$ cat src/hdl/cpot_pkg.sv
// ---------------------------------------------------------------------------
// cpot_pkg: shared constants for the collider pair overlap test
// Shape codes and the default coordinate width.
// ---------------------------------------------------------------------------
package cpot_pkg;

	localparam int unsigned COORD_BITS_DEF = 24;

	localparam logic [1:0] SHAPE_UNKNOWN = 2'd0;
	localparam logic [1:0] SHAPE_BOX     = 2'd1;
	localparam logic [1:0] SHAPE_CIRCLE  = 2'd2;

endpackage

$ cat src/hdl/collider_pair_overlap_test_unit.sv
// An accepted input beat passes through the stage 1 to stage 4 registers to its result beat.
// One pair per cycle while out_stall is low; each of the four stages advances
// whenever it is empty or the stage after it moves, so bubbles collapse.
// Reset (arst_n low) clears all stage valid bits; data registers are not reset.
// ---------------------------------------------------------------------------
// collider_pair_overlap_test_unit: 2D box/circle pair overlap test
// Four-stage pipeline: role setup, clamp distance, squares, compare.
// ---------------------------------------------------------------------------
module collider_pair_overlap_test_unit #(
	parameter int unsigned COORD_BITS = cpot_pkg::COORD_BITS_DEF
) (
	input  logic                         clk,
	input  logic                         arst_n,
	input  logic                         in_valid,
	output logic                         in_stall,
	input  logic [1:0]                   a_shape,
	input  logic signed [COORD_BITS-1:0] a_center_x,
	input  logic signed [COORD_BITS-1:0] a_center_y,
	input  logic [COORD_BITS-2:0]        a_size_x,
	input  logic [COORD_BITS-2:0]        a_size_y,
	input  logic [1:0]                   b_shape,
	input  logic signed [COORD_BITS-1:0] b_center_x,
	input  logic signed [COORD_BITS-1:0] b_center_y,
	input  logic [COORD_BITS-2:0]        b_size_x,
	input  logic [COORD_BITS-2:0]        b_size_y,
	output logic                         out_valid,
	input  logic                         out_stall,
	output logic                         hit
);

	localparam int unsigned W = COORD_BITS;

	logic en1, en2, en3, en4;

	logic                v_s1, known_s1;
	logic signed [W+1:0] lo_x_s1, hi_x_s1, lo_y_s1, hi_y_s1;
	logic signed [W-1:0] cx_s1, cy_s1;
	logic [W-1:0]        rad_s1;

	logic         v_s2, known_s2;
	logic [W:0]   mag_x_s2, mag_y_s2;
	logic [W-1:0] rad_s2;

	logic             v_s3, known_s3;
	logic [2*W+1:0]   sq_x_s3, sq_y_s3;
	logic [2*W-1:0]   sq_r_s3;

	logic v_s4, hit_s4;

	// a stage moves when it is empty or its successor moves
	assign en4 = !v_s4 || !out_stall;
	assign en3 = !v_s3 || en4;
	assign en2 = !v_s2 || en3;
	assign en1 = !v_s1 || en2;

	assign in_stall  = !en1;
	assign out_valid = v_s4;
	assign hit       = hit_s4;

	cpot_setup #(.COORD_BITS(COORD_BITS)) u_setup (
		.clk        (clk),
		.arst_n     (arst_n),
		.en         (en1),
		.v_in       (in_valid),
		.a_shape    (a_shape),
		.a_center_x (a_center_x),
		.a_center_y (a_center_y),
		.a_size_x   (a_size_x),
		.a_size_y   (a_size_y),
		.b_shape    (b_shape),
		.b_center_x (b_center_x),
		.b_center_y (b_center_y),
		.b_size_x   (b_size_x),
		.b_size_y   (b_size_y),
		.v_s1       (v_s1),
		.known_s1   (known_s1),
		.lo_x_s1    (lo_x_s1),
		.hi_x_s1    (hi_x_s1),
		.lo_y_s1    (lo_y_s1),
		.hi_y_s1    (hi_y_s1),
		.cx_s1      (cx_s1),
		.cy_s1      (cy_s1),
		.rad_s1     (rad_s1)
	);

	cpot_clamp #(.COORD_BITS(COORD_BITS)) u_clamp (
		.clk      (clk),
		.arst_n   (arst_n),
		.en       (en2),
		.v_in     (v_s1),
		.known_in (known_s1),
		.lo_x     (lo_x_s1),
		.hi_x     (hi_x_s1),
		.lo_y     (lo_y_s1),
		.hi_y     (hi_y_s1),
		.cx       (cx_s1),
		.cy       (cy_s1),
		.rad_in   (rad_s1),
		.v_s2     (v_s2),
		.known_s2 (known_s2),
		.mag_x_s2 (mag_x_s2),
		.mag_y_s2 (mag_y_s2),
		.rad_s2   (rad_s2)
	);

	cpot_square #(.COORD_BITS(COORD_BITS)) u_square (
		.clk      (clk),
		.arst_n   (arst_n),
		.en       (en3),
		.v_in     (v_s2),
		.known_in (known_s2),
		.mag_x    (mag_x_s2),
		.mag_y    (mag_y_s2),
		.rad_in   (rad_s2),
		.v_s3     (v_s3),
		.known_s3 (known_s3),
		.sq_x_s3  (sq_x_s3),
		.sq_y_s3  (sq_y_s3),
		.sq_r_s3  (sq_r_s3)
	);

	cpot_compare #(.COORD_BITS(COORD_BITS)) u_compare (
		.clk      (clk),
		.arst_n   (arst_n),
		.en       (en4),
		.v_in     (v_s3),
		.known_in (known_s3),
		.sq_x     (sq_x_s3),
		.sq_y     (sq_y_s3),
		.sq_r     (sq_r_s3),
		.v_s4     (v_s4),
		.hit_s4   (hit_s4)
	);

endmodule

$ cat src/hdl/cpot_setup.sv
// ---------------------------------------------------------------------------
// cpot_setup: stage 1, role selection and box bounds
// Every pair becomes one box and one circle center with a radius, then the
// box edges are formed. Box/box uses the Minkowski-expanded box with radius
// zero. Circle/circle uses a zero-size box with the summed radii; other codes clear known.
// ---------------------------------------------------------------------------
module cpot_setup #(
	parameter int unsigned COORD_BITS = cpot_pkg::COORD_BITS_DEF
) (
	input  logic                         clk,
	input  logic                         arst_n,
	input  logic                         en,
	input  logic                         v_in,
	input  logic [1:0]                   a_shape,
	input  logic signed [COORD_BITS-1:0] a_center_x,
	input  logic signed [COORD_BITS-1:0] a_center_y,
	input  logic [COORD_BITS-2:0]        a_size_x,
	input  logic [COORD_BITS-2:0]        a_size_y,
	input  logic [1:0]                   b_shape,
	input  logic signed [COORD_BITS-1:0] b_center_x,
	input  logic signed [COORD_BITS-1:0] b_center_y,
	input  logic [COORD_BITS-2:0]        b_size_x,
	input  logic [COORD_BITS-2:0]        b_size_y,
	output logic                         v_s1,
	output logic                         known_s1,
	output logic signed [COORD_BITS+1:0] lo_x_s1,
	output logic signed [COORD_BITS+1:0] hi_x_s1,
	output logic signed [COORD_BITS+1:0] lo_y_s1,
	output logic signed [COORD_BITS+1:0] hi_y_s1,
	output logic signed [COORD_BITS-1:0] cx_s1,
	output logic signed [COORD_BITS-1:0] cy_s1,
	output logic [COORD_BITS-1:0]        rad_s1
);

	localparam int unsigned W  = COORD_BITS;
	localparam int unsigned EW = COORD_BITS + 2;

	logic signed [W-1:0] box_x, box_y, cir_x, cir_y;
	logic [W-1:0]        half_x, half_y, rad;
	logic                known;
	logic signed [EW-1:0] box_x_e, box_y_e;

	always_comb begin
		known  = 1'b1;
		box_x  = a_center_x;
		box_y  = a_center_y;
		cir_x  = b_center_x;
		cir_y  = b_center_y;
		half_x = '0;
		half_y = '0;
		rad    = '0;
		case ({a_shape, b_shape})
			{cpot_pkg::SHAPE_BOX, cpot_pkg::SHAPE_BOX}: begin
				half_x = W'(a_size_x) + W'(b_size_x);
				half_y = W'(a_size_y) + W'(b_size_y);
			end
			{cpot_pkg::SHAPE_CIRCLE, cpot_pkg::SHAPE_CIRCLE}: begin
				rad = W'(a_size_x) + W'(b_size_x);
			end
			{cpot_pkg::SHAPE_BOX, cpot_pkg::SHAPE_CIRCLE}: begin
				half_x = W'(a_size_x);
				half_y = W'(a_size_y);
				rad    = W'(b_size_x);
			end
			{cpot_pkg::SHAPE_CIRCLE, cpot_pkg::SHAPE_BOX}: begin
				box_x  = b_center_x;
				box_y  = b_center_y;
				cir_x  = a_center_x;
				cir_y  = a_center_y;
				half_x = W'(b_size_x);
				half_y = W'(b_size_y);
				rad    = W'(a_size_x);
			end
			default: begin
				known = 1'b0;
			end
		endcase
	end

	assign box_x_e = EW'(box_x);
	assign box_y_e = EW'(box_y);

	always_ff @(posedge clk or negedge arst_n) begin
		if (!arst_n) begin
			v_s1 <= 1'b0;
		end else if (en) begin
			v_s1 <= v_in;
		end
	end

	always_ff @(posedge clk) begin
		if (en) begin
			known_s1 <= known;
			lo_x_s1  <= box_x_e - $signed(EW'(half_x));
			hi_x_s1  <= box_x_e + $signed(EW'(half_x));
			lo_y_s1  <= box_y_e - $signed(EW'(half_y));
			hi_y_s1  <= box_y_e + $signed(EW'(half_y));
			cx_s1    <= cir_x;
			cy_s1    <= cir_y;
			rad_s1   <= rad;
		end
	end

endmodule

$ cat src/hdl/cpot_clamp.sv
// ---------------------------------------------------------------------------
// cpot_clamp: stage 2, distance from circle center to the box
// Per axis the distance is zero inside the box, else the gap to the
// nearer edge, kept as an unsigned magnitude.
// ---------------------------------------------------------------------------
module cpot_clamp #(
	parameter int unsigned COORD_BITS = cpot_pkg::COORD_BITS_DEF
) (
	input  logic                         clk,
	input  logic                         arst_n,
	input  logic                         en,
	input  logic                         v_in,
	input  logic                         known_in,
	input  logic signed [COORD_BITS+1:0] lo_x,
	input  logic signed [COORD_BITS+1:0] hi_x,
	input  logic signed [COORD_BITS+1:0] lo_y,
	input  logic signed [COORD_BITS+1:0] hi_y,
	input  logic signed [COORD_BITS-1:0] cx,
	input  logic signed [COORD_BITS-1:0] cy,
	input  logic [COORD_BITS-1:0]        rad_in,
	output logic                         v_s2,
	output logic                         known_s2,
	output logic [COORD_BITS:0]          mag_x_s2,
	output logic [COORD_BITS:0]          mag_y_s2,
	output logic [COORD_BITS-1:0]        rad_s2
);

	localparam int unsigned EW = COORD_BITS + 2;
	localparam int unsigned MW = COORD_BITS + 1;

	logic signed [EW-1:0] cx_e, cy_e, gap_x, gap_y;

	assign cx_e = EW'(cx);
	assign cy_e = EW'(cy);

	always_comb begin
		if (cx_e < lo_x) begin
			gap_x = lo_x - cx_e;
		end else if (cx_e > hi_x) begin
			gap_x = cx_e - hi_x;
		end else begin
			gap_x = '0;
		end
		if (cy_e < lo_y) begin
			gap_y = lo_y - cy_e;
		end else if (cy_e > hi_y) begin
			gap_y = cy_e - hi_y;
		end else begin
			gap_y = '0;
		end
	end

	always_ff @(posedge clk or negedge arst_n) begin
		if (!arst_n) begin
			v_s2 <= 1'b0;
		end else if (en) begin
			v_s2 <= v_in;
		end
	end

	always_ff @(posedge clk) begin
		if (en) begin
			known_s2 <= known_in;
			mag_x_s2 <= gap_x[MW-1:0];
			mag_y_s2 <= gap_y[MW-1:0];
			rad_s2   <= rad_in;
		end
	end

endmodule

$ cat src/hdl/cpot_square.sv
// ---------------------------------------------------------------------------
// cpot_square: stage 3, squares
// Squares of both axis distances and of the radius, full width.
// ---------------------------------------------------------------------------
module cpot_square #(
	parameter int unsigned COORD_BITS = cpot_pkg::COORD_BITS_DEF
) (
	input  logic                        clk,
	input  logic                        arst_n,
	input  logic                        en,
	input  logic                        v_in,
	input  logic                        known_in,
	input  logic [COORD_BITS:0]         mag_x,
	input  logic [COORD_BITS:0]         mag_y,
	input  logic [COORD_BITS-1:0]       rad_in,
	output logic                        v_s3,
	output logic                        known_s3,
	output logic [2*COORD_BITS+1:0]     sq_x_s3,
	output logic [2*COORD_BITS+1:0]     sq_y_s3,
	output logic [2*COORD_BITS-1:0]     sq_r_s3
);

	localparam int unsigned SW = 2 * COORD_BITS + 2;
	localparam int unsigned RW = 2 * COORD_BITS;

	always_ff @(posedge clk or negedge arst_n) begin
		if (!arst_n) begin
			v_s3 <= 1'b0;
		end else if (en) begin
			v_s3 <= v_in;
		end
	end

	always_ff @(posedge clk) begin
		if (en) begin
			known_s3 <= known_in;
			sq_x_s3  <= SW'(mag_x) * SW'(mag_x);
			sq_y_s3  <= SW'(mag_y) * SW'(mag_y);
			sq_r_s3  <= RW'(rad_in) * RW'(rad_in);
		end
	end

endmodule

$ cat src/hdl/cpot_compare.sv
// ---------------------------------------------------------------------------
// cpot_compare: stage 4, distance against radius
// Sums the squared distances and compares with the squared radius; this
// register is the output register.
// ---------------------------------------------------------------------------
module cpot_compare #(
	parameter int unsigned COORD_BITS = cpot_pkg::COORD_BITS_DEF
) (
	input  logic                    clk,
	input  logic                    arst_n,
	input  logic                    en,
	input  logic                    v_in,
	input  logic                    known_in,
	input  logic [2*COORD_BITS+1:0] sq_x,
	input  logic [2*COORD_BITS+1:0] sq_y,
	input  logic [2*COORD_BITS-1:0] sq_r,
	output logic                    v_s4,
	output logic                    hit_s4
);

	localparam int unsigned DW = 2 * COORD_BITS + 3;

	logic [DW-1:0] dist_sq;

	assign dist_sq = DW'(sq_x) + DW'(sq_y);

	always_ff @(posedge clk or negedge arst_n) begin
		if (!arst_n) begin
			v_s4 <= 1'b0;
		end else if (en) begin
			v_s4 <= v_in;
		end
	end

	always_ff @(posedge clk) begin
		if (en) begin
			hit_s4 <= known_in && (dist_sq <= DW'(sq_r));
		end
	end

endmodule

$ cat config.mk
export PLATFORM = sky130hd
export DESIGN_NAME = collider_pair_overlap_test_unit
export DESIGN_NICKNAME = d
export VERILOG_FILES = /design/src/hdl/cpot_pkg.sv /design/src/hdl/collider_pair_overlap_test_unit.sv /design/src/hdl/cpot_setup.sv /design/src/hdl/cpot_clamp.sv /design/src/hdl/cpot_square.sv /design/src/hdl/cpot_compare.sv
export SDC_FILE = /design/constraint.sdc
export NUM_CORES = 2
export LEC_CHECK = 0
export ABC_AREA = 1
export BUFFER_PORTS_ARGS = -buffer_cell sky130_fd_sc_hd__clkbuf_2
export CAP_MARGIN = 20
export CORE_AREA = 4 4 403 405
export DETAILED_ROUTE_END_ITERATION = 10
export DIE_AREA = 0 0 407 409
export GPL_TIMING_DRIVEN = 0
export PLACE_DENSITY_LB_ADDON = 0.25
export SLEW_MARGIN = 20
export SYNTH_ARGS = -nofsm -noshare
export SYNTH_HDL_FRONTEND = slang
export SYNTH_HIERARCHICAL = 1
export SYNTH_SLANG_ARGS = --single-unit
$ cat constraint.sdc
create_clock -name clk -period 7.5 [get_ports clk]
set_clock_uncertainty 0.15 [all_clocks]
set_input_delay 0.75 -clock clk [delete_from_list [all_inputs] [get_ports clk]]
set_output_delay 0.75 -clock clk [all_outputs]
set_load 0.02 [all_outputs]
After elaboration in Yosys (flattened, before gate mapping)

Cells that the tools add are included.

Register bits after elaboration: 406

$add $sub $neg: 11
Multiply operators: 3
Order comparisons: 5
Equal/unequal tests: 4
Mux-type cells: 12
Reduce and logical (&&, ||, !) cells: 12

Operators by type and width:

| kind                                                             | count |
|---|---|
| 24-bit case mux with 3 select lines                              | 3 |
| 25-bit by 25-bit multiplier with 50-bit output                   | 2 |
| 25-bit 2-to-1 mux                                                | 4 |
| 24-bit 2-to-1 mux                                                | 4 |
| 24-bit by 25-bit adder with 26-bit output                        | 2 |
| 24-bit by 26-bit greater-than comparator with 1-bit output       | 2 |
| 24-bit by 26-bit < comparator with 1-bit output                  | 2 |
| 24-bit by 25-bit subtractor with 26-bit output                   | 2 |
| 50-bit by 50-bit adder with 51-bit output                        | 1 |
| 51-bit by 48-bit <= comparator with 1-bit output                 | 1 |
| 24-bit by 25-bit subtractor with 25-bit output                   | 2 |
| 25-bit by 24-bit subtractor with 25-bit output                   | 2 |
| 23-bit by 23-bit adder with 24-bit output                        | 2 |
| 24-bit by 24-bit multiplier with 48-bit output                   | 1 |
| 4-bit by 3-bit == test with 1-bit output (second input constant) | 2 |
| 4-bit == test (second input constant)                            | 2 |
| 1-bit zero test                                                  | 6 |
| 1-bit logical OR                                                 | 4 |
| 4-bit OR reduction                                               | 1 |
| 1-bit logical AND                                                | 1 |
| 1-bit 2-to-1 mux                                                 | 1 |

Logic depth before layout (Yosys ltp)

Depth after elaboration: 6
Mapped depth: 30

Hierarchy

Netlist, hierarchy kept.

Modules (own cells, without submodules):

| module                          | times used | cells an instance | area each (µm²) | sequential area each (µm²) |
|---|---|---|---|---|
| cpot_square                     | 1          | 7778              | 61395.1         | 4409.2 |
| cpot_setup                      | 1          | 2576              | 17513.0         | 5280.1 |
| cpot_clamp                      | 1          | 1697              | 11034.3         | 2277.2 |
| cpot_compare                    | 1          | 791               | 4669.5          | 55.1 |
| collider_pair_overlap_test_unit | 1          | 7                 | 40.0            | 0.0 |

Worst setup path after synthesis

No wires, ideal clock.

Path kind: in2reg
Start: input out_stall
End: register u_setup.cx_s1[0], enable pin
Library setup time: 2.226 ns
Arrival: 5.654 ns
Slack: -0.530 ns
Cell stages on the path: 3
Buffers on the path: 0
Cell sequence: nand2_1 inv_1 nand4_1

Word-level cells in the longest chain between the ends: 5

RTL lines:

| what                   | line                                  | text |
|---|---|---|
| start: declaration     | collider_pair_overlap_test_unit.sv:27 | `input logic out_stall,` |
| 1-bit zero test        | collider_pair_overlap_test_unit.sv:51 | `assign en4 = !v_s4 \|\| !out_stall;` |
| 1-bit logical OR       | collider_pair_overlap_test_unit.sv:51 |  |
| 1-bit logical OR       | collider_pair_overlap_test_unit.sv:52 | `assign en3 = !v_s3 \|\| en4;` |
| 1-bit logical OR       | collider_pair_overlap_test_unit.sv:53 | `assign en2 = !v_s2 \|\| en3;` |
| 1-bit logical OR       | collider_pair_overlap_test_unit.sv:54 | `assign en1 = !v_s1 \|\| en2;` |
| via en1                | collider_pair_overlap_test_unit.sv:33 | `logic en1, en2, en3, en4;` |
| end signal: assignment | cpot_setup.sv:98                      | `cx_s1 <= cir_x;` |
| end: declaration       | cpot_setup.sv:30                      | `output logic signed [COORD_BITS-1:0] cx_s1,` |

The timed path passes the listed nets, and every way through them passes these cells.
A chain may end at the register's enable or synchronous reset.

Final worst setup path

Start: register u_clamp.mag_x_s2[8]
End: register u_square.sq_x_s3[41], data pin

Word-level cells in the longest chain between the ends: 1

RTL lines:

| what                                           | line              | text |
|---|---|---|
| start: declaration                             | cpot_clamp.sv:23  | `output logic [COORD_BITS:0] mag_x_s2,` |
| start signal: assignment                       | cpot_clamp.sv:64  | `mag_x_s2 <= gap_x[MW-1:0];` |
| 25-bit by 25-bit multiplier with 50-bit output | cpot_square.sv:37 | `sq_x_s3 <= SW'(mag_x) * SW'(mag_x);` |
| end signal: assignment                         | cpot_square.sv:37 |  |
| end: declaration                               | cpot_square.sv:18 | `output logic [2*COORD_BITS+1:0] sq_x_s3,` |

Every way passes these cells.

==> results.ini <==
[yosys]
synthCells = 12800
yosys.area.top_type = fa_1
yosysUniqueCellTypes = 67
synth_top_area_share_pct = 28.9
ys_seq_area_share_pct = 12.7
ys_warn_count = 6
ys_ff_latch = 401
synthTopCellsByCount = inv_1 (3795), nand2_1 (3379), fa_1 (1365), ha_1 (944), nor2_1 (585)
avgSynthCellArea_um2 = 7.37
synth_area_leaders = fa_1 (29%), inv_1 (15%), nand2_1 (13%)
synthFlopType = edfxtp_1
synth-edff-count = 397
synth_most_common_cell = inv_1
netlist_area_um2 = 94700
synth-async-reset-ratio_pct = 0.998

[floorplanning]
design.die.area_um2 = 166000
boundaryPins = 199
initial_core_util_pct = 59.8
core-area_um2 = 158000
die_h_um = 409
die_w_um = 407
rows = 146

[cells_and_area]
nets = 15600
drive_gt1_share_pct = 6.38
fill_cells = 14400
final_cells = 15300
syn_to_final_growth_pct = 6.31

[route]
vias_per_cell = 5.34
firstDrtPassIters = 10
remaining_drc_errors = 0
drt_iter0_markers = 6952
antenna_left = 0
vias = 81400
routedWlPerCell_um = 19.4
wirelength_um = 296000

[grt]
grt_pass1_wl_um = 458000
grt_max_degree = 65
grt.total_usage_pct = 35.8
overflow = 0
first_global_vias = 82800
antenna_found_initial = 3

[placed_design]
routabilityCongestion = 1.01
dp.cells = 15100
port_buffers = 198
dp_hpwl_um = 255000

[run]
drv_cap = 0

[setup_path]
required_ns = 7.69
worstSetupPathType = reg2reg
rrSetupSlack_ns = 0.23
worstRegToRegCells = 26
startpoint_type = flip-flop
timing.rr.start = u_clamp/mag_x_s2[8]
critPathCapture = u_square/sq_x_s3[41]
crit_start = u_clamp/mag_x_s2[8]
worst_ep_arrival_time_ns = 7.46
endpoint_kind = flip-flop
r2r-end = u_square/sq_x_s3[41]
crit_fanout = 10

[timing]
maxSlewViolCount = 0
period_share_pct = 97.0
final.min_clock_period_ns = 7.27
hold_ws_ns = 0.171
fmax_mhz = 137
finalSetupViolations = 0
slew_headroom_pct = 23.2
rsz0062_at_grt = false
tightestPinTransition_ns = 1.15
finalHoldViolCount = 0

[clock_tree]
cts_max_level = 2
cts_tree = built
root_buffer = clkbuf_16
cts_buffers = 47
clockBufferDepth = 3
cts.sinks = 401
clock_latency_ns = 0.67
clk_pin_slew_ns = 0.06

[outcome]
outcome = finished, final reports clean

[worst_hold_path]
min_path_type = in2reg

[critical path, cell delays in order (launching register included)]
cell,delay (ns)
edfxtp_1,0.34
clkbuf_1,0.48
clkbuf_2,0.44
nand2_1,0.17
inv_1,0.11
fa_1,0.44
fa_1,0.56
inv_1,0.06
fa_1,0.41
fa_1,0.54
inv_1,0.06
fa_1,0.51
fa_1,0.56
inv_1,0.07
fa_1,0.48
inv_1,0.05
ha_1,0.38
nand2_1,0.17
inv_1,0.05
nand2_1,0.06
nand2_1,0.07
a21oi_1,0.28
nor2_1,0.11
nor2_1,0.16
nand2_1,0.07
nand2_1,0.05
nand2_1,0.09
[cell type report]
| class | count | area [um^2] | area share (%) |
|---|---|---|---|
| Antenna cell | 5 | 12.5 | 0.0124 |
| Buffer | 252 | 1330 | 1.32 |
| Clock buffer | 51 | 1190 | 1.18 |
| Clock inverter | 37 | 348 | 0.346 |
| Inverter | 3825 | 14400 | 14.3 |
| Multi-Input combinational cell | 8351 | 67100 | 66.7 |
| Sequential cell | 401 | 12000 | 11.9 |
| Tap cell | 2072 | 2590 | 2.58 |
| Timing Repair Buffer | 263 | 1690 | 1.68 |
[layer usage]
| metal | global-route usage (%) | vias to the layer above | routed length, um |
|---|---|---|---|
| met3 | 6.08 | 689 | 25300 |
| li1 | - | 38400 | - |
| met4 | 14.3 | 2 | 13900 |
| met2 | 58.3 | 3380 | 136000 |
| met5 | 0 | - | 10 |
| met1 | 47.7 | 39000 | 121000 |
[cells by family after synthesis]
group	Yosys count	synth area share, %
buffers and inverters	4099	16.5
xor gates and xnor gates	284	2.63
adders and majority gates	2309	41.3
muxes	4	0.0476
and+or+nand+nor	4797	21.0
other	1	0.00396
DFF	401	12.7
AOI/OAI and AO/OA	954	5.81
[through the flow]
step,cell area [um^2],utilization [%],TNS [ns],worst slack (ns)
2_1_floorplan,94700,-,-82.45,-0.468
3_3_place_gp,98300,62.0,-676.01,-3.89
3_5_place_dp,98500,62.2,-8.31,-0.338
4_1_cts,100000,63.2,-0.0290,-0.0204
5_1_grt,101000,63.5,0,0.00247
6_report,101000,63.5,0,0.225
[flip-flops by register name, summed over array words and instances, names as in the netlist, 24 cells and up]
register / flops
u_square/sq_x_s3: 49
u_square/sq_y_s3: 49
u_square/sq_r_s3: 47
u_setup/lo_x_s1: 26
u_setup/lo_y_s1: 26
u_clamp/mag_x_s2: 25
u_clamp/mag_y_s2: 25
u_setup/hi_x_s1: 25
u_setup/hi_y_s1: 25
u_clamp/rad_s2: 24
u_setup/cx_s1: 24
u_setup/cy_s1: 24
u_setup/rad_s1: 24
[timing repair]
item | in CTS | in global routing
setup buffers | 0 | 46
hold buffers | 1 | 0
endpoints found under the setup margin | 59 | 91
resized for setup | 38 | 224
hold endpoints to repair | 4 | 0
[layout by cell type, fill, tap and decap left out, drive strengths merged, types with 91 or more instances in the layout]
cell type | netlist | routed
ha | 944 | 944
buf | 73 | 140
nand3 | 422 | 422
a21oi | 445 | 445
edfxtp | 397 | 397
xor2 | 193 | 193
o21ai | 311 | 311
clkbuf | 201 | 425
fa | 1365 | 1365
nand2 | 3450 | 3450
xnor2 | 91 | 91
nor2 | 675 | 675
nand4 | 94 | 94
inv | 3823 | 3830
[worst min-delay path by stage]
stage / startpoint / endpoint / slack, ns / cells after the start
floorplan: u_setup/known_s1 / u_clamp/known_s2 / 0.25 / 0
global placement: u_setup/rad_s1[15] / u_clamp/rad_s2[15] / 0.25 / 0
detailed placement: u_setup/rad_s1[19] / u_clamp/rad_s2[19] / 0.25 / 0
CTS: in_valid / u_setup/v_s1 / 0.13 / 2
global route: in_valid / u_setup/v_s1 / 0.16 / 2
finish: in_valid / u_setup/v_s1 / 0.17 / 2
Power is not shown: default switching activity piles up to over one toggle a cycle in this logic, so the estimate is an artifact.
